--- src/pbp_pkg.sv ---
`timescale 1ns / 1ps

package pbp_pkg;

  // Field widths of the request and result items.
  localparam int COORD_W = 16;
  localparam int ANGLE_W = 16;
  localparam int NEAR_W  = 16;

  // Difference of two coordinates and its magnitude.
  localparam int DIFF_W = COORD_W + 1;
  localparam int MAG_W  = COORD_W;

  // CORDIC datapath: operands are normalized so that the larger one has its
  // leading one at NORM_MSB, and the angle runs on a 2^32-per-turn scale.
  localparam int STAGES    = 30;
  localparam int DATA_W    = 64;
  localparam int NORM_MSB  = 60;
  localparam int SHIFT_W   = 6;
  localparam int TURN_LOG2 = 32;
  localparam int TURN_W    = TURN_LOG2 + 1;
  localparam int Z_W       = TURN_LOG2 + 2;
  localparam int SQ_W      = 2 * NEAR_W;

  localparam logic [NEAR_W-1:0] NEAR_RESET = NEAR_W'(256);

  localparam logic [TURN_W-1:0] TURN_QUARTER  = TURN_W'(64'h0_4000_0000);
  localparam logic [TURN_W-1:0] TURN_HALF     = TURN_W'(64'h0_8000_0000);
  localparam logic [TURN_W-1:0] TURN_3QUARTER = TURN_W'(64'h0_C000_0000);
  localparam logic [TURN_W-1:0] TURN_FULL     = TURN_W'(64'h1_0000_0000);

  typedef struct packed {
    logic signed [COORD_W-1:0] own_x;
    logic signed [COORD_W-1:0] own_y;
    logic signed [COORD_W-1:0] other_x;
    logic signed [COORD_W-1:0] other_y;
  } pbp_in_t;

  typedef struct packed {
    logic [ANGLE_W-1:0] bearing;
    logic               near;
  } pbp_out_t;

  // Quadrant and special-case information that rides along the CORDIC chain.
  typedef struct packed {
    logic dx_zero;
    logic dy_zero;
    logic dx_neg;
    logic dy_neg;
    logic near;
  } pbp_side_t;

  // atan(2^-i) on the 2^32-per-turn scale.
  function automatic logic [31:0] atan_of(input int idx);
    logic [31:0] a;
    case (idx)
      0:       a = 32'h20000000;
      1:       a = 32'h12E4051E;
      2:       a = 32'h09FB385B;
      3:       a = 32'h051111D4;
      4:       a = 32'h028B0D43;
      5:       a = 32'h0145D7E1;
      6:       a = 32'h00A2F61E;
      7:       a = 32'h00517C55;
      8:       a = 32'h0028BE53;
      9:       a = 32'h00145F2F;
      10:      a = 32'h000A2F98;
      11:      a = 32'h000517CC;
      12:      a = 32'h00028BE6;
      13:      a = 32'h000145F3;
      14:      a = 32'h0000A2FA;
      15:      a = 32'h0000517D;
      16:      a = 32'h000028BE;
      17:      a = 32'h0000145F;
      18:      a = 32'h00000A30;
      19:      a = 32'h00000518;
      20:      a = 32'h0000028C;
      21:      a = 32'h00000146;
      22:      a = 32'h000000A3;
      23:      a = 32'h00000051;
      24:      a = 32'h00000029;
      25:      a = 32'h00000014;
      26:      a = 32'h0000000A;
      27:      a = 32'h00000005;
      28:      a = 32'h00000003;
      29:      a = 32'h00000001;
      default: a = 32'h00000000;
    endcase
    return a;
  endfunction

endpackage

--- src/pbp_cordic_stage.sv ---
`timescale 1ns / 1ps

module pbp_cordic_stage #(
  parameter int IDX = 0
) (
  input  logic                                clk,
  input  logic                                rst_n,
  input  logic                                adv,
  input  logic                                valid_i,
  input  logic signed [pbp_pkg::DATA_W-1:0]   x_i,
  input  logic signed [pbp_pkg::DATA_W-1:0]   y_i,
  input  logic signed [pbp_pkg::Z_W-1:0]      z_i,
  input  pbp_pkg::pbp_side_t                  side_i,
  output logic                                valid_o,
  output logic signed [pbp_pkg::DATA_W-1:0]   x_o,
  output logic signed [pbp_pkg::DATA_W-1:0]   y_o,
  output logic signed [pbp_pkg::Z_W-1:0]      z_o,
  output pbp_pkg::pbp_side_t                  side_o
);

  localparam logic signed [pbp_pkg::Z_W-1:0] ANG = pbp_pkg::Z_W'(pbp_pkg::atan_of(IDX));

  logic                                 valid_r;
  logic signed [pbp_pkg::DATA_W-1:0]    x_r, y_r;
  logic signed [pbp_pkg::Z_W-1:0]       z_r;
  pbp_pkg::pbp_side_t                   side_r;

  logic                                 y_neg;
  logic [pbp_pkg::DATA_W-1:0]           y_mag, y_sh;
  logic signed [pbp_pkg::DATA_W-1:0]    xs, ys;

  // x stays positive through vectoring; y is shifted by magnitude so that
  // negative values round toward zero.
  assign y_neg = y_i[pbp_pkg::DATA_W-1];
  assign y_mag = y_neg ? $unsigned(-y_i) : $unsigned(y_i);
  assign y_sh  = y_mag >> IDX;
  assign xs    = x_i >>> IDX;
  assign ys    = y_neg ? -$signed(y_sh) : $signed(y_sh);

  always_ff @(posedge clk) begin
    if (!rst_n) begin
      valid_r <= 1'b0;
    end else if (adv) begin
      valid_r <= valid_i;
    end
  end

  always_ff @(posedge clk) begin
    if (adv) begin
      side_r <= side_i;
      if (!y_neg) begin
        x_r <= x_i + ys;
        y_r <= y_i - xs;
        z_r <= z_i + ANG;
      end else begin
        x_r <= x_i - ys;
        y_r <= y_i + xs;
        z_r <= z_i - ANG;
      end
    end
  end

  assign valid_o = valid_r;
  assign x_o     = x_r;
  assign y_o     = y_r;
  assign z_o     = z_r;
  assign side_o  = side_r;

endmodule

--- config.mk ---
export PLATFORM = sky130hd
export DESIGN_NAME = pbp_cordic_stage
export DESIGN_NICKNAME = d
export VERILOG_FILES = /design/src/pbp_pkg.sv /design/src/pbp_cordic_stage.sv
export SDC_FILE = /design/constraint.sdc
export NUM_CORES = 1
export LEC_CHECK = 0
export ABC_AREA = 0
export BUFFER_PORTS_ARGS = -buffer_cell sky130_fd_sc_hd__buf_4
export CORE_MARGIN = 2
export CORE_UTILIZATION = 40
export DETAILED_ROUTE_END_ITERATION = 8
export PLACE_DENSITY = 0.68
export SYNTH_ARGS = -nofsm -noshare
export SYNTH_HDL_FRONTEND = slang
export SYNTH_SLANG_ARGS = --single-unit
--- constraint.sdc ---
create_clock -name clk -period 24.1 [get_ports clk]
set_input_delay 0 -clock clk [delete_from_list [all_inputs] [get_ports clk]]
set_output_delay 0 -clock clk [all_outputs]
set_load 0.02 [all_outputs]
* Word-level counts from Yosys, hierarchy flattened
Cells that the tools add are included.
** Operators by class
- Add/sub/neg operators :: 8
- Mux-type cells :: 5
** Operators by type and width (count)
- $mux W64 :: 4
- $add A64 B64 Y64 :: 2
- $neg A64 Y64 :: 2
- $sub A64 B64 Y64 :: 2
- $add A34 B31 Y34 const B :: 1
- $mux W34 :: 1
- $sub A34 B31 Y34 const B :: 1
** Word-level totals
- Bits in registers :: 168
- Input port bits :: 171

* Longest topological paths before layout
Gate-level depths: netlist of run 1.
- Depth in word-level cells :: 6
- Mapped depth :: 43
- Gate-level depth less buffers :: 31

* Worst setup path before layout of run 1
No wires, ideal clock.
- Path kind :: in2reg
- Start :: input port y_i[63] in the netlist's numbering
- End :: register x_r, in the netlist x_o[63] (data pin)
- Setup time :: 0.268 ns
- Arrival :: 9.518 ns
- Data required time :: 23.832 ns
- Setup slack :: 14.315 ns
- Cell stages on the path :: 41
- Buffers on the path :: 12
- Cell sequence :: clkbuf_1 > clkbuf_1 > buf_1 > buf_1 > clkbuf_1 > clkbuf_1 > clkbuf_1 > clkbuf_1 > clkbuf_1 > clkbuf_1 > clkbuf_1 > buf_1 > nor2_1 > a21oi_1 > ha_1 > nand4_1 > a21oi_1 > nand4_1 > (+5 left out) > nor3_1 > mux2i_1 > xnor2_1 > ha_1 > a21oi_1 > o21bai_1 > a21o_1 > a21o_1 > a21o_1 > a22oi_1 > o21ai_0 > a21bo_2 > or3b_2 > a21bo_2 > o21ai_0 > o21ai_0 > a31oi_1 > xnor3_1
** Between the ends
- Cells in the longest elaborated chain, start to end :: 6
** RTL lines
- start: declaration :: RTL line pbp_cordic_stage.sv:11 : input logic signed [pbp_pkg::DATA_W-1:0] y_i,
- $neg A64 Y64 :: RTL line pbp_cordic_stage.sv:35 : assign y_mag = y_neg ? $unsigned(-y_i) : $unsigned(y_i);
- $mux W64 :: RTL line pbp_cordic_stage.sv:35
- $neg A64 Y64 :: RTL line pbp_cordic_stage.sv:38 : assign ys = y_neg ? -$signed(y_sh) : $signed(y_sh);
- $mux W64 :: RTL line pbp_cordic_stage.sv:38
- $add A64 B64 Y64 or $sub A64 B64 Y64 (tied branches) :: RTL line pbp_cordic_stage.sv:52, pbp_cordic_stage.sv:56
- $mux W64 * :: RTL line pbp_cordic_stage.sv:51 : if (!y_neg) begin
- end signal: assignment :: RTL line pbp_cordic_stage.sv:52 : x_r <= x_i + ys;
- end signal: assignment :: RTL line pbp_cordic_stage.sv:56 : x_r <= x_i - ys;
- end: declaration :: RTL line pbp_cordic_stage.sv:24 : logic signed [pbp_pkg::DATA_W-1:0] x_r, y_r;
Mark *: on every way between the ends. The rest lies on a longest branch, timed or not.
A chain may end at the register's enable or synchronous reset.

* Final worst setup path of run 1
- Start :: input port y_i[0] in the netlist's numbering
- End :: register x_r, in the netlist x_o[63] (data pin)
** Between the ends
- Cells in the longest elaborated chain, start to end :: 6
** RTL lines (RTL line)
- $neg A64 Y64 :: pbp_cordic_stage.sv:35
- $mux W64 * :: pbp_cordic_stage.sv:35
- $neg A64 Y64 :: pbp_cordic_stage.sv:38
- $mux W64 * :: pbp_cordic_stage.sv:38
- $add A64 B64 Y64 or $sub A64 B64 Y64 (tied branches) :: pbp_cordic_stage.sv:52, pbp_cordic_stage.sv:56
- $mux W64 * :: pbp_cordic_stage.sv:51
Marks and branches as above.

==> results of run 1 <==
-- metrics by stage --
stage                     std cells  utilization, %  setup WS [ps]  instance area, sq um
final                          3207            48.8          14650                 23200
after global routing           3207            48.8          14080                 23200
after CTS                      3207            48.8          14850                 23200
after detailed placement       3127            46.5          14870                 22100
after global placement         3127            46.5          15070                 22100
after floorplan                2270               -          14310                 19100
-- metal layers --
| layer | global-route usage, % | vias to the layer above | share of wire, % |
|---|---|---|---|
| met1 | 36.1 | 9042 | 46 |
| met5 | 0 | - | 0 |
| met4 | 6.97 | 0 | 1.8 |
| li1 | - | 9133 | - |
| met2 | 41.5 | 661 | 47 |
| met3 | 3.60 | 70 | 5.7 |
-- synth_stat cells (6+ instances only) --
cell type	instances	area, sq um
a21oi_1	197	986
nor2_1	190	713
xnor2_1	181	1590
edfxtp_1	166	4980
nand2_1	153	574
xor2_1	136	1190
ha_1	133	1660
a21o_1	104	781
o21ai_0	100	500
nor3_1	86	430
clkbuf_1	75	282
inv_1	66	248
nand3_1	66	330
nor4_1	46	288
nand4_1	42	263
or3_1	31	194
a31oi_1	29	181
nor2b_1	27	169
and3_1	25	156
nand2b_1	25	156
or4_1	23	173
o21a_1	22	165
o21bai_1	21	158
o31ai_1	21	158
or2_2	16	100
and2_1	14	87.6
buf_1	13	48.8
mux2i_1	13	130
nand3b_1	12	90.1
a211oi_1	11	82.6
and4_1	11	96.3
o211ai_1	10	75.1
a22oi_1	9	67.6
o41ai_1	9	78.8
o22ai_1	8	50.1
a21boi_0	7	52.6
a41oi_1	7	61.3
buf_2	7	35.0
a221oi_1	6	52.6
nor4_2	6	75.1
o2111ai_1	6	52.6
-- power groups by stage --
| stage | combinational, mW | sequential, mW | clock [mW] |
|---|---|---|---|
| after global routing | 0.655 | 0.419 | 0.299 |
| after detailed placement | 0.593 | 0.420 | 0 |
| after global placement | 0.587 | 0.419 | 0 |
| after floorplan | 0.315 | 0.489 | 0 |
| final | 0.605 | 0.413 | 0.282 |
| after CTS | 0.603 | 0.414 | 0.291 |
-- worst min-delay path by stage --
stage | end | cells past startpoint | start
3_3_place_gp | z_o[20] | 1 | z_i[20]
6_report | z_o[30] | 4 | z_i[30]
2_1_floorplan | side_o[0] | 0 | side_i[0]
4_1_cts | z_o[30] | 4 | z_i[30]
5_1_grt | x_o[62] | 3 | x_i[62]
3_5_place_dp | z_o[6] | 1 | z_i[6]
-- cells by family after synthesis --
| logic type | Yosys count |
|---|---|
| simple gates | 822 |
| flops | 167 |
| fa+ha+maj | 136 |
| xor+xnor | 322 |
| compound gates | 637 |
| buf+inv | 168 |
| mux | 18 |
-- cells in the final DEF (no fill, tap or decap), types with 29 or more instances in the layout --
| cell | count |
|---|---|
| o21ai_0 | 100 |
| nor3_1 | 86 |
| a21oi_1 | 197 |
| nor2_1 | 190 |
| xor2_1 | 136 |
| nor4_1 | 46 |
| buf_4 | 342 |
| nand4_1 | 42 |
| nand3_1 | 66 |
| edfxtp_1 | 166 |
| a21o_1 | 104 |
| dlygate4sd3_1 | 48 |
| xnor2_1 | 181 |
| or3_1 | 31 |
| a31oi_1 | 29 |
| nand2_1 | 153 |
| ha_1 | 133 |
| inv_1 | 65 |
-- critical path, delay by kind of cell --
kind / cells / cell delay (ps)
xor gates and xnor gates: 2 / 490
and+or+nand+nor: 8 / 3790
AOI/OAI and AO/OA: 16 / 3690
adders and majority gates: 2 / 740
buffers and inverters: 3 / 820
muxes: 1 / 170
-- state kept, by name (all words and copies together) (netlist names) --
name and cells:
side_o 5, valid_o 1, x_o 64, y_o 63, z_o 34
-- final cells by class --
cell class	instances	area, sq um	area share (%)
multi-input cells	1935	13500	58.1
clock buffers	17	425	1.84
inverters	66	248	1.07
flip-flops and latches	167	5000	21.6
clock inverters	15	178	0.767
repair buffers	392	3070	13.3
well taps	615	769	3.32
==> results.cfg, run 1 <==
[synthesis]
synth-compound-area-share_pct = 22.1
synth_area_sq_um = 19100
synth_flop_cell = edfxtp_1
ys_warn_count = 0
ys_seq_area_share_pct = 26.1
synth_top_family_by_area = simple AND/OR/NAND/NOR gates
synth_seq_cells = 167
synth_nets = 2577
synthAdderAreaFrac_pct = 9.00
synth-async-reset-ratio_pct = 0
synthMuxAreaShare_pct = 0.974
synth_xor_area_share_pct = 15.0
synth-edff-count = 166
synth.distinct_cells = 109
synthSimpleGateAreaFrac_pct = 23.3
syn_avg_cell_area_sq_um = 8.44
syn_inst = 2270

[drt]
route.detailed.drc = 0
post_drt_wl_per_cell_microns = 20.3
routed-via-count = 18906
routed_wl_mm = 65.2
drtAntennaViolNets = 0
via_per_inst = 5.90
drt_iter0_markers = 1662
first_pass_iters = 5

[worst_setup_path]
cp_slowest_stage_delay_ps = 990
slowest_stage = nor4b_1
r2r_slack_ps = 22960
startpoint = y_i[0]
worstPathRequired_ps = 24340
endpoint = x_o[63]
r2r_cells = 3
cp-start-kind = input port
arrival_ps = 9700
timing.rr.end = valid_o
end_kind = flop
reg2reg_from = valid_o
path_class = in -> reg
worst-path-max-fanout = 12

[floorplanning]
die-area_sq_um = 49600
core_sq_um = 47400
die_x_microns = 223
die_y_microns = 223
num_rows = 80
initial_core_util_pct = 40.4
num_io_pins = 339

[cts]
clkTransAtPathRegs_ps = 70
cts_resized = 0
ctsHoldBuffers = 48
clock_path_buffers = 2
cts.sinks = 167
numCtsBuffers = 17
cts_tree = built
cts_setup_buffers = 0
cts.htree.levels = 4
cts-root-buf = clkbuf_16
clkLatencyLatePin_ps = 490

[timing]
setup_violations = 0
worst_pin_slew_ps = 1180
fin_skew_ps = 0
timing.fmax_mhz = 106
hold_ws_ps = 39.5
hold_viol = 0
finalSetupTns_ps = 0
worst_slew_margin_rel_pct = 20.3
report.final.slew_viol_count = 0
layout_min_cycle_time_ps = 9450
finalCritPeriodShare_pct = 39.2
rsz0062_at_grt = no

[placed_design]
dp_hpwl_mm = 52.2
gp_congestion = 0.983
io_buffers = 338

[pwr]
finalPower_mw = 1.30
power.share.switching_pct = 39.4
p_switching_mw = 0.513
p_leak_nw = 9.46
p_per_area_nw_per_um2 = 56.2
seqPwrFrac_pct = 31.8
power.share.combinational_pct = 46.5
clockPowerShare_pct = 21.7
p_int_mw = 0.788
ir_drop_uv = 38.7

[global_routing]
antenna_found_initial = 0
grt_first_pass_wirelength_mm = 101
grt_max_degree = 83
overflow = 0
first_global_vias = 17634
grt_usage_pct = 25.8

[hold_path]
hp-class = in -> reg

[finish]
diodes = 0
drive_gt1_share_pct = 17.6
fin_nets = 2886
fill_cells = 4620
area_delta_synth_final_pct = 21.0

[flow_run]
cap_violations = 0

[run_status]
status = complete, no violations
Note: power is estimated with default switching activity, not from simulation.
==> run 2, diff against run 1 <==
==> constraint.sdc (replaced) <==
create_clock -name clk -period 9.3 [get_ports clk]
set_input_delay 0 -clock clk [delete_from_list [all_inputs] [get_ports clk]]
set_output_delay 0 -clock clk [all_outputs]
set_load 0.02 [all_outputs]
==> results.cfg, run 2 (synthesis gave the netlist of run 1 again) <==
[finish]
area_delta_synth_final_pct = 21.8
largest_reg_flops = 64
fin_nets = 2901
drive_gt1_share_pct = 18.3
diodes = 0
mostFrequentLayoutCells = buf_4 (354), a21oi_1 (195), nor2_1 (189), xnor2_1 (181), edfxtp_1 (166)
fin_area_sq_um = 23300
mostFrequentLayoutCell = buf_4

[drt]
first_pass_iters = 6
drt_iter0_markers = 1791
drtAntennaViolNets = 0
via_per_inst = 5.91
route.detailed.drc = 0
post_drt_wl_per_cell_microns = 20.5
routed-via-count = 19053
routed_wl_mm = 66.1

[global_routing]
grt_max_degree = 137
antenna_found_initial = 3
overflow = 0
grt_first_pass_wirelength_mm = 102
grt_usage_pct = 26.0
first_global_vias = 17935

[pwr]
ir_drop_uv = 135
p_per_area_nw_per_um2 = 145
p_leak_nw = 9.55

[placed_design]
io_buffers = 338
placed_area_sq_um = 22200
gp_congestion = 0.963
dp_hpwl_mm = 52.2

[timing]
finalCritPeriodShare_pct = 94.2
finalSetupTns_ps = 0
report.final.slew_viol_count = 0
worst_slew_margin_rel_pct = 32.3
worst_pin_slew_ps = 1010
timing.fmax_mhz = 114
rsz0062_at_grt = no
setup_violations = 0
fin_skew_ps = 0
hold_viol = 0
layout_min_cycle_time_ps = 8760

[cts]
clkLatencyLatePin_ps = 490
clock_path_buffers = 2
cts.htree.levels = 4
clkTransAtPathRegs_ps = 80
numCtsBuffers = 17
cts-root-buf = clkbuf_16
cts.sinks = 167
cts_tree = built

[worst_setup_path]
end_kind = flop
crit_cells = 31
cp-start-kind = input port
reg2reg_from = valid_o
r2r_cells = 3
slowest_stage = or4_4
r2r_slack_ps = 8150
critPathBufInv = 3
worstPathRequired_ps = 9550
timing.rr.end = valid_o
path_class = in -> reg
worst-path-max-fanout = 12
cp_slowest_stage_delay_ps = 680
arrival_ps = 9010
crit_family = compound AO/OA/AOI/OAI gates

[floorplanning]
die-area_sq_um = 49600
die_x_microns = 223
initial_core_util_pct = 40.4
die_y_microns = 223
num_io_pins = 339
core_sq_um = 47400
num_rows = 80

[hold_path]
holdPathEnd = x_o[61]
hp-class = in -> reg
hold_path.startpoint = x_i[61]
min_path_cells = 3

[flow_run]
cap_violations = 0

[run_status]
status = complete, no violations
## run 2: cell count changes in the layout (fill, tap and decap cells not counted), sizes merged
cell         before  now
buf             344  358
dlygate4sd3      48   49
clkinvlp          1    0
clkinv            6    7
## run 2: worst reg2reg max path, stage by stage, from the launching register on
cell and delay [ps]:
dfxtp_1 310, mux2i_1 120, nor2b_1 60, dlygate4sd3_1 550
## run 2: metrics by stage
step	worst slack, ps	hold WS, ps	total power [mW]	instances	util, %
2_1_floorplan	72.4	98.9	2.08	2270	-
3_3_place_gp	770	178	2.60	3135	46.7
3_5_place_dp	499	179	2.62	3135	46.7
4_1_cts	473	2.84	3.40	3216	49.0
5_1_grt	17.8	44.5	3.57	3222	49.2
6_report	541	40.3	3.39	3222	49.2
## run 2: layer usage
metal	up-vias	global-route usage, %	routed length [microns]
met5	-	0	37
met4	6	6.58	993
met3	70	4.11	4030
met2	716	42.6	31000
met1	9110	35.7	30000
li1	9151	-	-
## run 2: layout make-up
type | instances | area, sq um
Clock inverter | 15 | 176
Tap cell | 615 | 769
Timing Repair Buffer | 407 | 3210
Clock buffer | 17 | 425
Inverter | 66 | 248
Fill cell | 4572 | 24100
Multi-Input combinational cell | 1935 | 13500
Sequential cell | 167 | 5000
## run 2: worst max-delay path by stage
stage | from | to | slack (ps)
floorplan | y_i[63] | x_o[63] | 70
global placement | y_i[0] | x_o[63] | 770
detailed placement | y_i[0] | x_o[63] | 500
CTS | y_i[0] | x_o[63] | 470
global route | y_i[0] | x_o[63] | 20
finish | y_i[0] | x_o[63] | 540
## run 2: report_power, final
part	internal [mW]	switching [mW]	total, mW
logic	0.655	0.920	1.58
registers	1.03	0.0442	1.07
clock network	0.362	0.382	0.744
## run 2: repair_timing
item                                   4_1_cts  5_1_grt
endpoints found under the hold margin       46        0
setup buffers                                0        6
hold buffers                                49        0
gates resized for setup                      0        5
setup endpoints to repair                    0        6
