File: src/pbp_pkg.sv
`timescale 1ns / 1ps

package pbp_pkg;

  // Field widths of the request and result items.
  localparam int COORD_W = 16;
  localparam int ANGLE_W = 16;
  localparam int NEAR_W  = 16;

  // Difference of two coordinates and its magnitude.
  localparam int DIFF_W = COORD_W + 1;
  localparam int MAG_W  = COORD_W;

  // CORDIC datapath: operands are normalized so that the larger one has its
  // leading one at NORM_MSB, and the angle runs on a 2^32-per-turn scale.
  localparam int STAGES    = 30;
  localparam int DATA_W    = 64;
  localparam int NORM_MSB  = 60;
  localparam int SHIFT_W   = 6;
  localparam int TURN_LOG2 = 32;
  localparam int TURN_W    = TURN_LOG2 + 1;
  localparam int Z_W       = TURN_LOG2 + 2;
  localparam int SQ_W      = 2 * NEAR_W;

  localparam logic [NEAR_W-1:0] NEAR_RESET = NEAR_W'(256);

  localparam logic [TURN_W-1:0] TURN_QUARTER  = TURN_W'(64'h0_4000_0000);
  localparam logic [TURN_W-1:0] TURN_HALF     = TURN_W'(64'h0_8000_0000);
  localparam logic [TURN_W-1:0] TURN_3QUARTER = TURN_W'(64'h0_C000_0000);
  localparam logic [TURN_W-1:0] TURN_FULL     = TURN_W'(64'h1_0000_0000);

  typedef struct packed {
    logic signed [COORD_W-1:0] own_x;
    logic signed [COORD_W-1:0] own_y;
    logic signed [COORD_W-1:0] other_x;
    logic signed [COORD_W-1:0] other_y;
  } pbp_in_t;

  typedef struct packed {
    logic [ANGLE_W-1:0] bearing;
    logic               near;
  } pbp_out_t;

  // Quadrant and special-case information that rides along the CORDIC chain.
  typedef struct packed {
    logic dx_zero;
    logic dy_zero;
    logic dx_neg;
    logic dy_neg;
    logic near;
  } pbp_side_t;

  // atan(2^-i) on the 2^32-per-turn scale.
  function automatic logic [31:0] atan_of(input int idx);
    logic [31:0] a;
    case (idx)
      0:       a = 32'h20000000;
      1:       a = 32'h12E4051E;
      2:       a = 32'h09FB385B;
      3:       a = 32'h051111D4;
      4:       a = 32'h028B0D43;
      5:       a = 32'h0145D7E1;
      6:       a = 32'h00A2F61E;
      7:       a = 32'h00517C55;
      8:       a = 32'h0028BE53;
      9:       a = 32'h00145F2F;
      10:      a = 32'h000A2F98;
      11:      a = 32'h000517CC;
      12:      a = 32'h00028BE6;
      13:      a = 32'h000145F3;
      14:      a = 32'h0000A2FA;
      15:      a = 32'h0000517D;
      16:      a = 32'h000028BE;
      17:      a = 32'h0000145F;
      18:      a = 32'h00000A30;
      19:      a = 32'h00000518;
      20:      a = 32'h0000028C;
      21:      a = 32'h00000146;
      22:      a = 32'h000000A3;
      23:      a = 32'h00000051;
      24:      a = 32'h00000029;
      25:      a = 32'h00000014;
      26:      a = 32'h0000000A;
      27:      a = 32'h00000005;
      28:      a = 32'h00000003;
      29:      a = 32'h00000001;
      default: a = 32'h00000000;
    endcase
    return a;
  endfunction

endpackage

File: src/pbp_front.sv
`timescale 1ns / 1ps

module pbp_front (
  input  logic                                clk,
  input  logic                                rst_n,
  input  logic                                adv,
  input  logic                                valid_i,
  input  pbp_pkg::pbp_in_t                    data_i,
  input  logic [pbp_pkg::NEAR_W-1:0]          near_thr,
  input  logic [pbp_pkg::SQ_W-1:0]            near_sq,
  output logic                                valid_o,
  output logic signed [pbp_pkg::DATA_W-1:0]   x_o,
  output logic signed [pbp_pkg::DATA_W-1:0]   y_o,
  output pbp_pkg::pbp_side_t                  side_o
);

  localparam int CMP_W = (pbp_pkg::MAG_W > pbp_pkg::NEAR_W) ? pbp_pkg::MAG_W : pbp_pkg::NEAR_W;
  localparam int SUM_W = pbp_pkg::SQ_W + 1;

  // Stage 1: coordinate differences.
  logic                                 v1_r;
  logic signed [pbp_pkg::DIFF_W-1:0]    dx1_r, dy1_r;

  // Stage 2: magnitudes and quadrant flags.
  logic                                 v2_r;
  logic [pbp_pkg::MAG_W-1:0]            ax2_r, ay2_r;
  logic                                 dxn2_r, dyn2_r, dxz2_r, dyz2_r;

  // Stage 3: normalization shift, squares and the coarse threshold test.
  logic                                 v3_r;
  logic [pbp_pkg::MAG_W-1:0]            ax3_r, ay3_r;
  logic [pbp_pkg::SHIFT_W-1:0]          sh3_r;
  logic [pbp_pkg::SQ_W-1:0]             sqx3_r, sqy3_r;
  logic                                 lt3_r;
  logic                                 dxn3_r, dyn3_r, dxz3_r, dyz3_r;

  // Stage 4: normalized operands and the near flag.
  logic                                 v4_r;
  logic signed [pbp_pkg::DATA_W-1:0]    x4_r, y4_r;
  pbp_pkg::pbp_side_t                   side4_r;

  logic [pbp_pkg::MAG_W-1:0]            m2;
  logic [pbp_pkg::SHIFT_W-1:0]          msb2;
  logic [pbp_pkg::NEAR_W-1:0]           ax2_n, ay2_n;
  logic [SUM_W-1:0]                     sum3;

  assign m2    = (ax2_r > ay2_r) ? ax2_r : ay2_r;
  assign ax2_n = pbp_pkg::NEAR_W'(ax2_r);
  assign ay2_n = pbp_pkg::NEAR_W'(ay2_r);
  assign sum3  = SUM_W'(sqx3_r) + SUM_W'(sqy3_r);

  always_comb begin
    msb2 = '0;
    for (int i = 0; i < pbp_pkg::MAG_W; i++) begin
      if (m2[i]) begin
        msb2 = pbp_pkg::SHIFT_W'(i);
      end
    end
  end

  always_ff @(posedge clk) begin
    if (!rst_n) begin
      v1_r <= 1'b0;
      v2_r <= 1'b0;
      v3_r <= 1'b0;
      v4_r <= 1'b0;
    end else if (adv) begin
      v1_r <= valid_i;
      v2_r <= v1_r;
      v3_r <= v2_r;
      v4_r <= v3_r;
    end
  end

  always_ff @(posedge clk) begin
    if (adv) begin
      dx1_r <= $signed({data_i.other_x[pbp_pkg::COORD_W-1], data_i.other_x})
             - $signed({data_i.own_x[pbp_pkg::COORD_W-1], data_i.own_x});
      dy1_r <= $signed({data_i.other_y[pbp_pkg::COORD_W-1], data_i.other_y})
             - $signed({data_i.own_y[pbp_pkg::COORD_W-1], data_i.own_y});

      ax2_r  <= pbp_pkg::MAG_W'(dx1_r[pbp_pkg::DIFF_W-1] ? -dx1_r : dx1_r);
      ay2_r  <= pbp_pkg::MAG_W'(dy1_r[pbp_pkg::DIFF_W-1] ? -dy1_r : dy1_r);
      dxn2_r <= dx1_r[pbp_pkg::DIFF_W-1];
      dyn2_r <= dy1_r[pbp_pkg::DIFF_W-1];
      dxz2_r <= (dx1_r == '0);
      dyz2_r <= (dy1_r == '0);

      ax3_r  <= ax2_r;
      ay3_r  <= ay2_r;
      sh3_r  <= pbp_pkg::SHIFT_W'(pbp_pkg::NORM_MSB) - msb2;
      sqx3_r <= ax2_n * ax2_n;
      sqy3_r <= ay2_n * ay2_n;
      // The near flag also needs both magnitudes below the threshold, alongside the squared-distance test.
      lt3_r  <= (CMP_W'(ax2_r) < CMP_W'(near_thr)) && (CMP_W'(ay2_r) < CMP_W'(near_thr));
      dxn3_r <= dxn2_r;
      dyn3_r <= dyn2_r;
      dxz3_r <= dxz2_r;
      dyz3_r <= dyz2_r;

      x4_r <= $signed(pbp_pkg::DATA_W'(ax3_r) << sh3_r);
      y4_r <= $signed(pbp_pkg::DATA_W'(ay3_r) << sh3_r);
      side4_r.dx_zero <= dxz3_r;
      side4_r.dy_zero <= dyz3_r;
      side4_r.dx_neg  <= dxn3_r;
      side4_r.dy_neg  <= dyn3_r;
      side4_r.near    <= lt3_r && (sum3 < SUM_W'(near_sq));
    end
  end

  assign valid_o = v4_r;
  assign x_o     = x4_r;
  assign y_o     = y4_r;
  assign side_o  = side4_r;

endmodule

File: config.mk
export PLATFORM = sky130hd
export DESIGN_NAME = pbp_front
export DESIGN_NICKNAME = d
export VERILOG_FILES = /design/src/pbp_pkg.sv /design/src/pbp_front.sv
export SDC_FILE = /design/constraint.sdc
export NUM_CORES = 1
export LEC_CHECK = 0
export ABC_AREA = 1
export ABC_CLOCK_PERIOD_IN_PS = 13700
export BUFFER_PORTS_ARGS = -buffer_cell sky130_fd_sc_hd__buf_4
export CAP_MARGIN = 15
export CORE_MARGIN = 10
export CORE_UTILIZATION = 40
export CTS_CLUSTER_SIZE = 12
export DETAILED_ROUTE_END_ITERATION = 10
export GPL_TIMING_DRIVEN = 0
export PLACE_DENSITY_LB_ADDON = 0.1
export SYNTH_ARGS = -nofsm -noshare
export SYNTH_HDL_FRONTEND = slang
export SYNTH_SLANG_ARGS = --single-unit
File: constraint.sdc
create_clock -name clk -period 13.7 [get_ports clk]
set_clock_uncertainty 0.15 [all_clocks]
set_input_delay 4.11 -clock clk [delete_from_list [all_inputs] [get_ports clk]]
set_output_delay 4.11 -clock clk [all_outputs]
set_load 0.005 [all_outputs]
Yosys cells after proc, flatten, opt, wreduce, memory -nomap -nowiden:

Cells that the tools add are included.

* multipliers: 2
* $lt $le $gt $ge: 4
* shifts and indexed selects: 2
* add/subtract/negate cells: 6
* reduce and logical (&&, ||, !) cells: 4
* multiplexer cells: 18

Operators with widths (count)
* $shl 16x6->64: 2
* $mux 6: 14
* $mul 16x16->32: 2
* $mux 16: 3
* $logic_not 17->1: 2
* $sub 16x16->17: 2
* $add 32x32->33: 1
* $lt 33x32->1: 1
* $lt 16x16->1: 2
* $neg 16->16: 2
* $gt 16x16->1: 1
* $sub 6x6->6 const A: 1
* $logic_and 1x1->1: 2
* $mux 1: 1

* bits of input ports: 116
* output and inout bits: 134
* logic and storage cells: 65
* register bits after elaboration: 314

Longest topological paths before layout:

Gate-level depths: netlist of the first run.

* depth in word-level cells: 18
* gate-level depth with buffers: 33

Worst setup path after synthesis of the first run:

OpenSTA, ideal clock, no wires.

* kind: input -> register
* start: input port data_i[16] (netlist name)
* end: register dx1_r[16] (netlist name), data pin
* data required time: 13.289 ns
* stages: 17
* slack: 7.371 ns
* path buffers: 0
* arrival: 5.918 ns
* path through: inv_1 > ha_1 > fa_1 > o21ai_0 > nand3_1 > nand2_1 > nand3_1 > nand2_1 > nand3_1 > nand2_1 > nand3_1 > nand2_1 > nand3_1 > nand2_1 > nand2_1 > nand4_1 > o21ai_0

* longest elaborated chain between the ends: 1

RTL lines
* start: declaration: line pbp_front.sv:8 `input pbp_pkg::pbp_in_t data_i,`
* $sub 16x16->17: line pbp_front.sv:78 `- $signed({data_i.own_x[pbp_pkg::COORD_W-1], data_i.own_x});`
* end signal: assignment: line pbp_front.sv:77 `dx1_r <= $signed({data_i.other_x[pbp_pkg::COORD_W-1], data_i.other_x})`
* end: declaration: line pbp_front.sv:22 `logic signed [pbp_pkg::DIFF_W-1:0] dx1_r, dy1_r;`

No other way between the ends.
A chain may end at the register's enable or synchronous reset.

Worst setup path after layout of the first run:

* start: register ax2_r, in the netlist ax2_n[8]
* end: register sqx3_r[31] (netlist name), data pin

* longest elaborated chain between the ends: 1

RTL lines
* start: declaration: line pbp_front.sv:26 `logic [pbp_pkg::MAG_W-1:0] ax2_r, ay2_r;`
* start signal: assignment: line pbp_front.sv:82 `ax2_r <= pbp_pkg::MAG_W'(dx1_r[pbp_pkg::DIFF_W-1] ? -dx1_r : dx1_r);`
* $mul 16x16->32: line pbp_front.sv:92 `sqx3_r <= ax2_n * ax2_n;`
* end signal: assignment: line pbp_front.sv:92
* end: declaration: line pbp_front.sv:33 `logic [pbp_pkg::SQ_W-1:0] sqx3_r, sqy3_r;`

No other way between the ends.

==> results of run 1 <==
## worst max-delay path by stage
stage                        from                    to  slack (ns)
6_report       ax2_n[8]$_DFFE_PP_  sqx3_r[31]$_DFFE_PP_        5.78
2_1_floorplan          data_i[16]   dx1_r[16]$_DFFE_PP_        7.37
5_1_grt        ax2_n[8]$_DFFE_PP_  sqx3_r[31]$_DFFE_PP_        5.59
4_1_cts        ax2_n[8]$_DFFE_PP_  sqx3_r[31]$_DFFE_PP_        5.94
3_3_place_gp   ax2_n[8]$_DFFE_PP_  sqx3_r[31]$_DFFE_PP_        5.99
3_5_place_dp   ax2_n[8]$_DFFE_PP_  sqx3_r[31]$_DFFE_PP_        5.99
## per-layer routing
metal | share of wire, % | vias to the layer above | track usage, %
met1 | 45 | 10400 | 24.3
met4 | 2.2 | 4 | 3.81
li1 | - | 11100 | -
met5 | 0.028 | - | 0
met2 | 46 | 545 | 29.9
met3 | 7.1 | 83 | 3.72
## cell usage after synthesis, types with 23 or more instances
cell type,number,area share (%)
ha_1,346,15
xnor2_1,53,1.6
xor2_1,108,3.2
nand2_1,639,8.0
inv_1,802,10
nand3_1,52,0.87
clkbuf_1,89,1.1
edfxtp_1,241,24
fa_1,327,22
a21oi_1,143,2.4
o21ai_1,23,0.39
buf_4,64,1.6
nor2_1,160,2.0
o21ai_0,107,1.8
## sequential cells by signal, indices dropped and copies added, names as in the netlist, 5 cells and up
signal	flops
ax2_n	16
ax3_r	16
ay2_n	16
ay3_r	16
dx1_r	17
dy1_r	17
sh3_r	5
side_o	5
sqx3_r	30
sqy3_r	30
x_o	32
y_o	32
## critical path, cell delays in order, from the launching register on
cell and delay (ns):
edfxtp_1 0.73, clkbuf_1 0.57, clkbuf_1 0.56, nand2_1 0.16
fa_1 0.59, inv_1 0.07, fa_1 0.50, inv_1 0.05
fa_1 0.53, inv_1 0.05, fa_1 0.50, fa_1 0.41
ha_1 0.29, ha_1 0.36, a21oi_1 0.19, o21ai_0 0.15
a2111oi_0 0.90, o211ai_1 0.40, a21oi_1 0.22, nor2_1 0.05
nor2_1 0.11, xor2_1 0.09
## area by class of cell
class	instances	area, um2	share of cell area [%]
multi-input combinational	2243	18800	55.9
inverter	809	3040	9.02
clock inverter	17	145	0.431
sequential	245	7320	21.7
buffer	164	865	2.57
clock buffer	36	795	2.36
timing repair buffer	188	1460	4.33
tap	969	1210	3.60
## per-stage QoR
stage	hold slack (ns)	instances	util, %
6_report	0.267	4671	45.4
5_1_grt	0.273	4671	45.4
3_3_place_gp	0.252	4615	44.0
2_1_floorplan	0.250	3461	-
3_5_place_dp	0.256	4618	44.1
4_1_cts	0.269	4671	45.4
## cell families (layout without fill, tap and decap cells)
group / Yosys count / count (layout) / synth area share [%]
buf+inv: 973 / 1214 / 13.1
simple gates: 919 / 919 / 12.5
fa+ha+maj: 673 / 673 / 36.5
compound gates: 420 / 420 / 8.46
flops: 245 / 245 / 24.5
xor+xnor: 161 / 161 / 4.73
mux: 6 / 6 / 0.201
other cells: 1 / 64 / 0.0126
==> impl_results.md, run 1 <==
- DR vias/cell: 4.73
- DRC violations left: 0
- Share of post-route cells with drive strength above 1: 9.70%
- Arr. time, crit path: 8.08 ns
- Most frequent cells in the layout: inv_1 (802), nand2_1 (639), ha_1 (346), fa_1 (327), buf_4 (249)
- CTS hold repair buffers: 0
- Initial antenna violation count: 3
- # setup viols final: 0
- Yosys warns: 0
- Core ar.: 0.0742 mm2
- Final worst slack: 5.78 ns
- Vias in the first global route: 22100
- Crit Path Category: reg2reg
- CTS tree: built
- P&R area growth vs syn: 12.9%
- Num CTS Buffers: 30
- Ys async rst share: 0%
- DR pass1 iterations: 7
- CTS resizes: 0
- Mean Syn Cell Area: 8.77 um2
- Startpoint Class: register
- Final nets: 4470
- Number of flops mapped to enable cells by yosys: 241
- R2r setup slk: 5.78 ns
- Setup TNS Final: 0 ns
- Post-route cell area: 0.0337 mm2
- Ys flop type: edfxtp_1
- Reg-to-reg startpoint: ax2_n[8]$_DFFE_PP_
- Post-DP Area: 0.0327 mm2
- CP endpoint kind: register
- Hold Path End: dyn3_r$_DFFE_PP_
- Root Driver: clkbuf_16
- Worst Hold Class: reg2reg
- Starting Density: 40.2%
- Max-Cap Viols: 0
- Actual slew at the worst max-slew pin: 1.02 ns
- Ant diodes: 0
- Mapped Area: 0.0298 mm2
- Hold depth: 0
- Headroom to the max-slew limit: 30.3%
- Die width: 293 um
- Clk_lat worst skew: 0.60 ns
- Largest net degree at the start of global routing: 107
- R2r endpoint: sqx3_r[31]$_DFFE_PP_
- Clock transition at path regs: 0.05 ns
- Global placement routability congestion: 0.919
- # fillers: 7489
- Post-Synthesis Cells: 3398
- # port buffers: 185
- Req. time, crit path: 13.87 ns
- DIE AREA: 0.0858 mm2
- Seq cells post-synth: 245
- Residual overflow from global routing: 0
- Unique masters post-synth: 57
- Top Ports: 250
- Worst reg-to-reg path cell count: 21
- Minimum clock period: 7.92 ns
- H-tree depth: 1
- Total Routed Length: 77800 um
- Pre-CTS setup slack: 5.99 ns
- Most common cell after layout, fill and taps aside: inv_1
- Die height: 293 um
- Total number of vias: 22100
- Final Max Slew Viols: 0
- Post-DP HPWL: 67100 um
- FP Rows: 100
- Post-CTS repair timing setup buffer count: 0
- CTS Sinks: 245
- Outcome: complete, no violations
- Initial drt markers: 1318
- Fmax: 0.126 GHz
- Post-synthesis sequential area ratio: 24.5%
- Crit path max fanout: 10
- RSZ-0062 raised after global routing: false
- Total track usage: 18.1%
- Clock buffer depth: 3
- Hold path start: dyn2_r$_DFFE_PP_
- Hold Vio Cnt, Final: 0
- First-pass GRT wire length: 123000 um
- Final worst-path cycle share: 57.8%
- WL per Instance: 16.7 um
- Post-DRT Antenna Nets: 0
Power of run 1 is left out: the tool's default activity adds up to more than one toggle a clock period on the data nets, which glitch-free logic cannot reach.
==> inputs of run 2 (changes only) <==
--- a/config.mk
+++ b/config.mk
@@ -5,8 +5,8 @@
 export SDC_FILE = /design/constraint.sdc
 export NUM_CORES = 1
 export LEC_CHECK = 0
-export ABC_AREA = 1
-export ABC_CLOCK_PERIOD_IN_PS = 13700
+export ABC_AREA = 0
+export ABC_CLOCK_PERIOD_IN_PS = 6700
 export BUFFER_PORTS_ARGS = -buffer_cell sky130_fd_sc_hd__buf_4
 export CAP_MARGIN = 15
 export CORE_MARGIN = 10
==> constraint.sdc (replaced) <==
create_clock -name clk -period 6.7 [get_ports clk]
set_clock_uncertainty 0.15 [all_clocks]
set_input_delay 2.01 -clock clk [delete_from_list [all_inputs] [get_ports clk]]
set_output_delay 2.01 -clock clk [all_outputs]
set_load 0.005 [all_outputs]
==> impl_results.md, run 2 <==
- Simple-Gate Fraction of Synth Area: 11.3% (was 12.5%)
- Die width: 294 um (was 293 um)
- Reg-to-reg startpoint: ax2_n[10]$_DFFE_PP_ (was ax2_n[8]$_DFFE_PP_)
- Minimum clock period: 6.50 ns (was 7.92 ns)
- Top post-synthesis cells by area: edfxtp_1 (24%), fa_1 (22%), ha_1 (14%) (was edfxtp_1 (24%), fa_1 (22%), ha_1 (15%))
- Arr. time, crit path: 6.67 ns (was 8.08 ns)
- Post-synthesis xor/xnor area fraction: 4.14% (was 4.73%)
- Mapped Area: 0.0300 mm2 (was 0.0298 mm2)
- Req. time, crit path: 6.87 ns (was 13.87 ns)
- Yosys top cell area share: 24.1% (was 24.3%)
- Ys async rst share: 0% (unchanged)
- Inst Count DP: 4330 (was 4618)
- DIE AREA: 0.0864 mm2 (was 0.0858 mm2)
- Clock buffer depth: 3 (unchanged)
- Final nets: 4278 (was 4470)
- Clk_lat worst skew: 0.58 ns (was 0.60 ns)
- R2r setup slk: 0.20 ns (was 5.78 ns)
- Worst Hold Class: reg2reg (unchanged)
- Post-DRT Antenna Nets: 0 (unchanged)
- CP cell instances: buf_8 > and2_4 > fa_1 > inv_1 > fa_1 > inv_1 > fa_1 > inv_1 > fa_1 > inv_1 > fa_1 > inv_1 > fa_1 > inv_1 > ha_4 > and3_4 > and3_4 > a211oi_4 > buf_4 > a21oi_4 > o221ai_2 > a21oi_2 > mux2i_1 > nand3_1 (was clkbuf_1 > clkbuf_1 > nand2_1 > fa_1 > inv_1 > fa_1 > inv_1 > fa_1 > inv_1 > fa_1 > fa_1 > ha_1 > ha_1 > a21oi_1 > o21ai_0 > a2111oi_0 > o211ai_1 > a21oi_1 > nor2_1 > nor2_1 > xor2_1)
- Total Routed Length: 88900 um (was 77800 um)
- Fmax: 0.154 GHz (was 0.126 GHz)
- First-pass GRT wire length: 138000 um (was 123000 um)
- RSZ-0062 raised after global routing: true (was false)
- CTS tree: built (unchanged)
- Worst reg-to-reg path cell count: 24 (was 21)
- Non-Filler Instances: 4482 (was 4671)
- Main combinational cell family by area after synthesis: adder cells (unchanged)
- Most frequent cell after synthesis: inv_1 (unchanged)
- Ys flop type: edfxtp_1 (unchanged)
- Yosys top cell by area: edfxtp_1 (unchanged)
- Seq cells post-synth: 245 (unchanged)
- Most common cell after layout, fill and taps aside: inv_1 (unchanged)
- Vias in the first global route: 24200 (was 22100)
- Core ar.: 0.0744 mm2 (was 0.0742 mm2)
- Num CTS Buffers: 29 (was 30)
- DR vias/cell: 5.17 (was 4.73)
- DR pass1 iterations: 5 (was 7)
- Final worst-path cycle share: 97.0% (was 57.8%)
- Adder-Cell Fraction of Synth Area: 36.2% (was 36.5%)
- Initial antenna violation count: 3 (unchanged)
- Actual slew at the worst max-slew pin: 1.25 ns (was 1.02 ns)
- DRC violations left: 0 (unchanged)
- Hold Path End: side_o[1]$_DFFE_PP_ (was dyn3_r$_DFFE_PP_)
- Total track usage: 20.4% (was 18.1%)
- FP Rows: 100 (unchanged)
- Clock transition at path regs: 0.07 ns (was 0.05 ns)
- Root Driver: clkbuf_16 (unchanged)
- Number of flops mapped to enable cells by yosys: 241 (unchanged)
- Post-synthesis mux area share: 2.92% (was 0.201%)
- Final Max Slew Viols: 0 (unchanged)
- Headroom to the max-slew limit: 16.2% (was 30.3%)
- Total number of vias: 23200 (was 22100)
- Initial drt markers: 1661 (was 1318)
- P&R area growth vs syn: 17.4% (was 12.9%)
- Post-DP HPWL: 68900 um (was 67100 um)
- H-tree depth: 1 (unchanged)
- Buf/Inv on CP: 8 (was 5)
- Synth Area in Compound Gates: 10.6% (was 8.46%)
- Mean Syn Cell Area: 9.65 um2 (was 8.77 um2)
- Delay-heaviest family, CP: adder cells (unchanged)
- Hold depth: 0 (unchanged)
- Largest net degree at the start of global routing: 128 (was 107)
- Outcome: complete, no violations (unchanged)
- Post-synthesis sequential area ratio: 24.4% (was 24.5%)
- CP endpoint kind: register (unchanged)
- Starting Density: 40.3% (was 40.2%)
- Top Ports: 250 (unchanged)
- CP max-delay cell: edfxtp_1 (was a2111oi_0)
- # setup viols final: 0 (unchanged)
- Startpoint Class: register (unchanged)
- Crit Path Category: reg2reg (unchanged)
- Crit path largest cell delay: 0.54 ns (was 0.90 ns)
- Yosys warns: 0 (unchanged)
- Residual overflow from global routing: 0 (unchanged)
- Unique masters post-synth: 80 (was 57)
- Setup TNS Final: 0 ns (unchanged)
- Top cells by count, synth: inv_1 (611), ha_1 (346), fa_1 (327), nand2_1 (284), edfxtp_1 (241) (was inv_1 (802), nand2_1 (639), ha_1 (346), fa_1 (327), edfxtp_1 (241))
- Hold path start: dyn3_r$_DFFE_PP_ (was dyn2_r$_DFFE_PP_)
- Tightest hold margin: 0.267 ns (about the same)
- Share of post-route cells with drive strength above 1: 16.0% (was 9.70%)
- Global placement routability congestion: 0.929 (was 0.919)
- # port buffers: 185 (unchanged)
- Most frequent cells in the layout: inv_1 (605), buf_4 (348), ha_1 (334), fa_1 (326), nand2_1 (279) (was inv_1 (802), nand2_1 (639), ha_1 (346), fa_1 (327), buf_4 (249))
- Max-Cap Viols: 0 (unchanged)
- Crit path max fanout: 7 (was 10)
- CTS Sinks: 245 (unchanged)
- Die height: 294 um (was 293 um)
- WL per Instance: 19.8 um (was 16.7 um)
- Post-Synthesis Cells: 3111 (was 3398)
- Hold Vio Cnt, Final: 0 (unchanged)
- R2r endpoint: sqx3_r[30]$_DFFE_PP_ (was sqx3_r[31]$_DFFE_PP_)
run 2: cell count changes after synthesis, moves of 36 or more:
| cell | previous run | this run |
|---|---|---|
| xnor2_1 | 53 | 117 |
| a21o_1 | 7 | 43 |
| xor2_1 | 108 | 25 |
| nand2_1 | 639 | 284 |
| inv_1 | 802 | 611 |
| and2_1 | 1 | 52 |
run 2: metal layers:
| layer | GRT usage [%] | vias up | share of wire (%) |
|---|---|---|---|
| met4 | 4.43 | 4 | 2.0 |
| met1 | 28.2 | 11500 | 46 |
| met5 | 0 | - | 0.030 |
| li1 | - | 11000 | - |
| met3 | 3.55 | 105 | 6.4 |
| met2 | 33.2 | 638 | 46 |
run 2: what timing repair did:
| action | in CTS | in global routing |
|---|---|---|
| endpoints found under the hold margin | 0 | 0 |
| gates resized for setup | 86 | 127 |
| hold buffers | 0 | 0 |
| pin swaps | 4 | 35 |
| endpoints found under the setup margin | 37 | 18 |
| buffers inserted | 65 | 39 |
run 2: worst reg2reg max path, cell delays in order, from the launching register on:
cell and delay [ns]:
edfxtp_1 0.54, buf_8 0.21, and2_4 0.17, fa_1 0.53
inv_1 0.05, fa_1 0.48, inv_1 0.06, fa_1 0.50
inv_1 0.05, fa_1 0.49, inv_1 0.06, fa_1 0.53
inv_1 0.06, fa_1 0.52, inv_1 0.06, ha_4 0.29
and3_4 0.21, and3_4 0.20, a211oi_4 0.04, buf_4 0.15
a21oi_4 0.20, o221ai_2 0.17, a21oi_2 0.21, mux2i_1 0.21
nand3_1 0.09
run 2: cells by family (layout without fill, tap and decap cells):
logic type | count (synthesis) | after routing
buf+inv | 767 | 1104
simple gates | 743 | 743
fa+ha+maj | 673 | 673
flops | 245 | 245
compound gates | 471 | 471
mux | 69 | 69
other cells | 1 | 66
xor+xnor | 142 | 142
run 2: cell type report:
type,count,area [um2]
diodes,2,5.00
plain buffers,137,965
clock buffers,35,748
clock inverters,18,139
fillers,7135,39200
inverters,624,2400
multi-input cells,2162,20100
flip-flops and latches,245,7320
well taps,969,1210
repair buffers,290,2290
run 2: stage by stage:
stage	setup slack [ns]	util [%]	cell area [um2]
2_1_floorplan	0.159	-	30300
3_3_place_gp	-1.44	44.1	32900
3_5_place_dp	-1.47	44.2	32900
4_1_cts	-0.00972	46.4	34500
5_1_grt	-0.0420	47.3	35200
6_report	0.198	47.3	35200
run 2: worst max path at each step:
stage	startpoint	to	slack, ns	cells past startpoint
after floorplan	ax2_n[1]$_DFFE_PP_	sqx3_r[22]$_DFFE_PP_	0.16	24
after global placement	ax2_n[9]$_DFFE_PP_	sqx3_r[31]$_DFFE_PP_	-1.44	21
after detailed placement	ax2_n[6]$_DFFE_PP_	sqx3_r[31]$_DFFE_PP_	-1.47	21
after CTS	ax2_n[9]$_DFFE_PP_	sqx3_r[31]$_DFFE_PP_	-0.01	22
after global routing	ax2_n[10]$_DFFE_PP_	sqx3_r[29]$_DFFE_PP_	-0.04	24
final	ax2_n[10]$_DFFE_PP_	sqx3_r[30]$_DFFE_PP_	0.20	24
Power of run 2 is left out for the same reason.
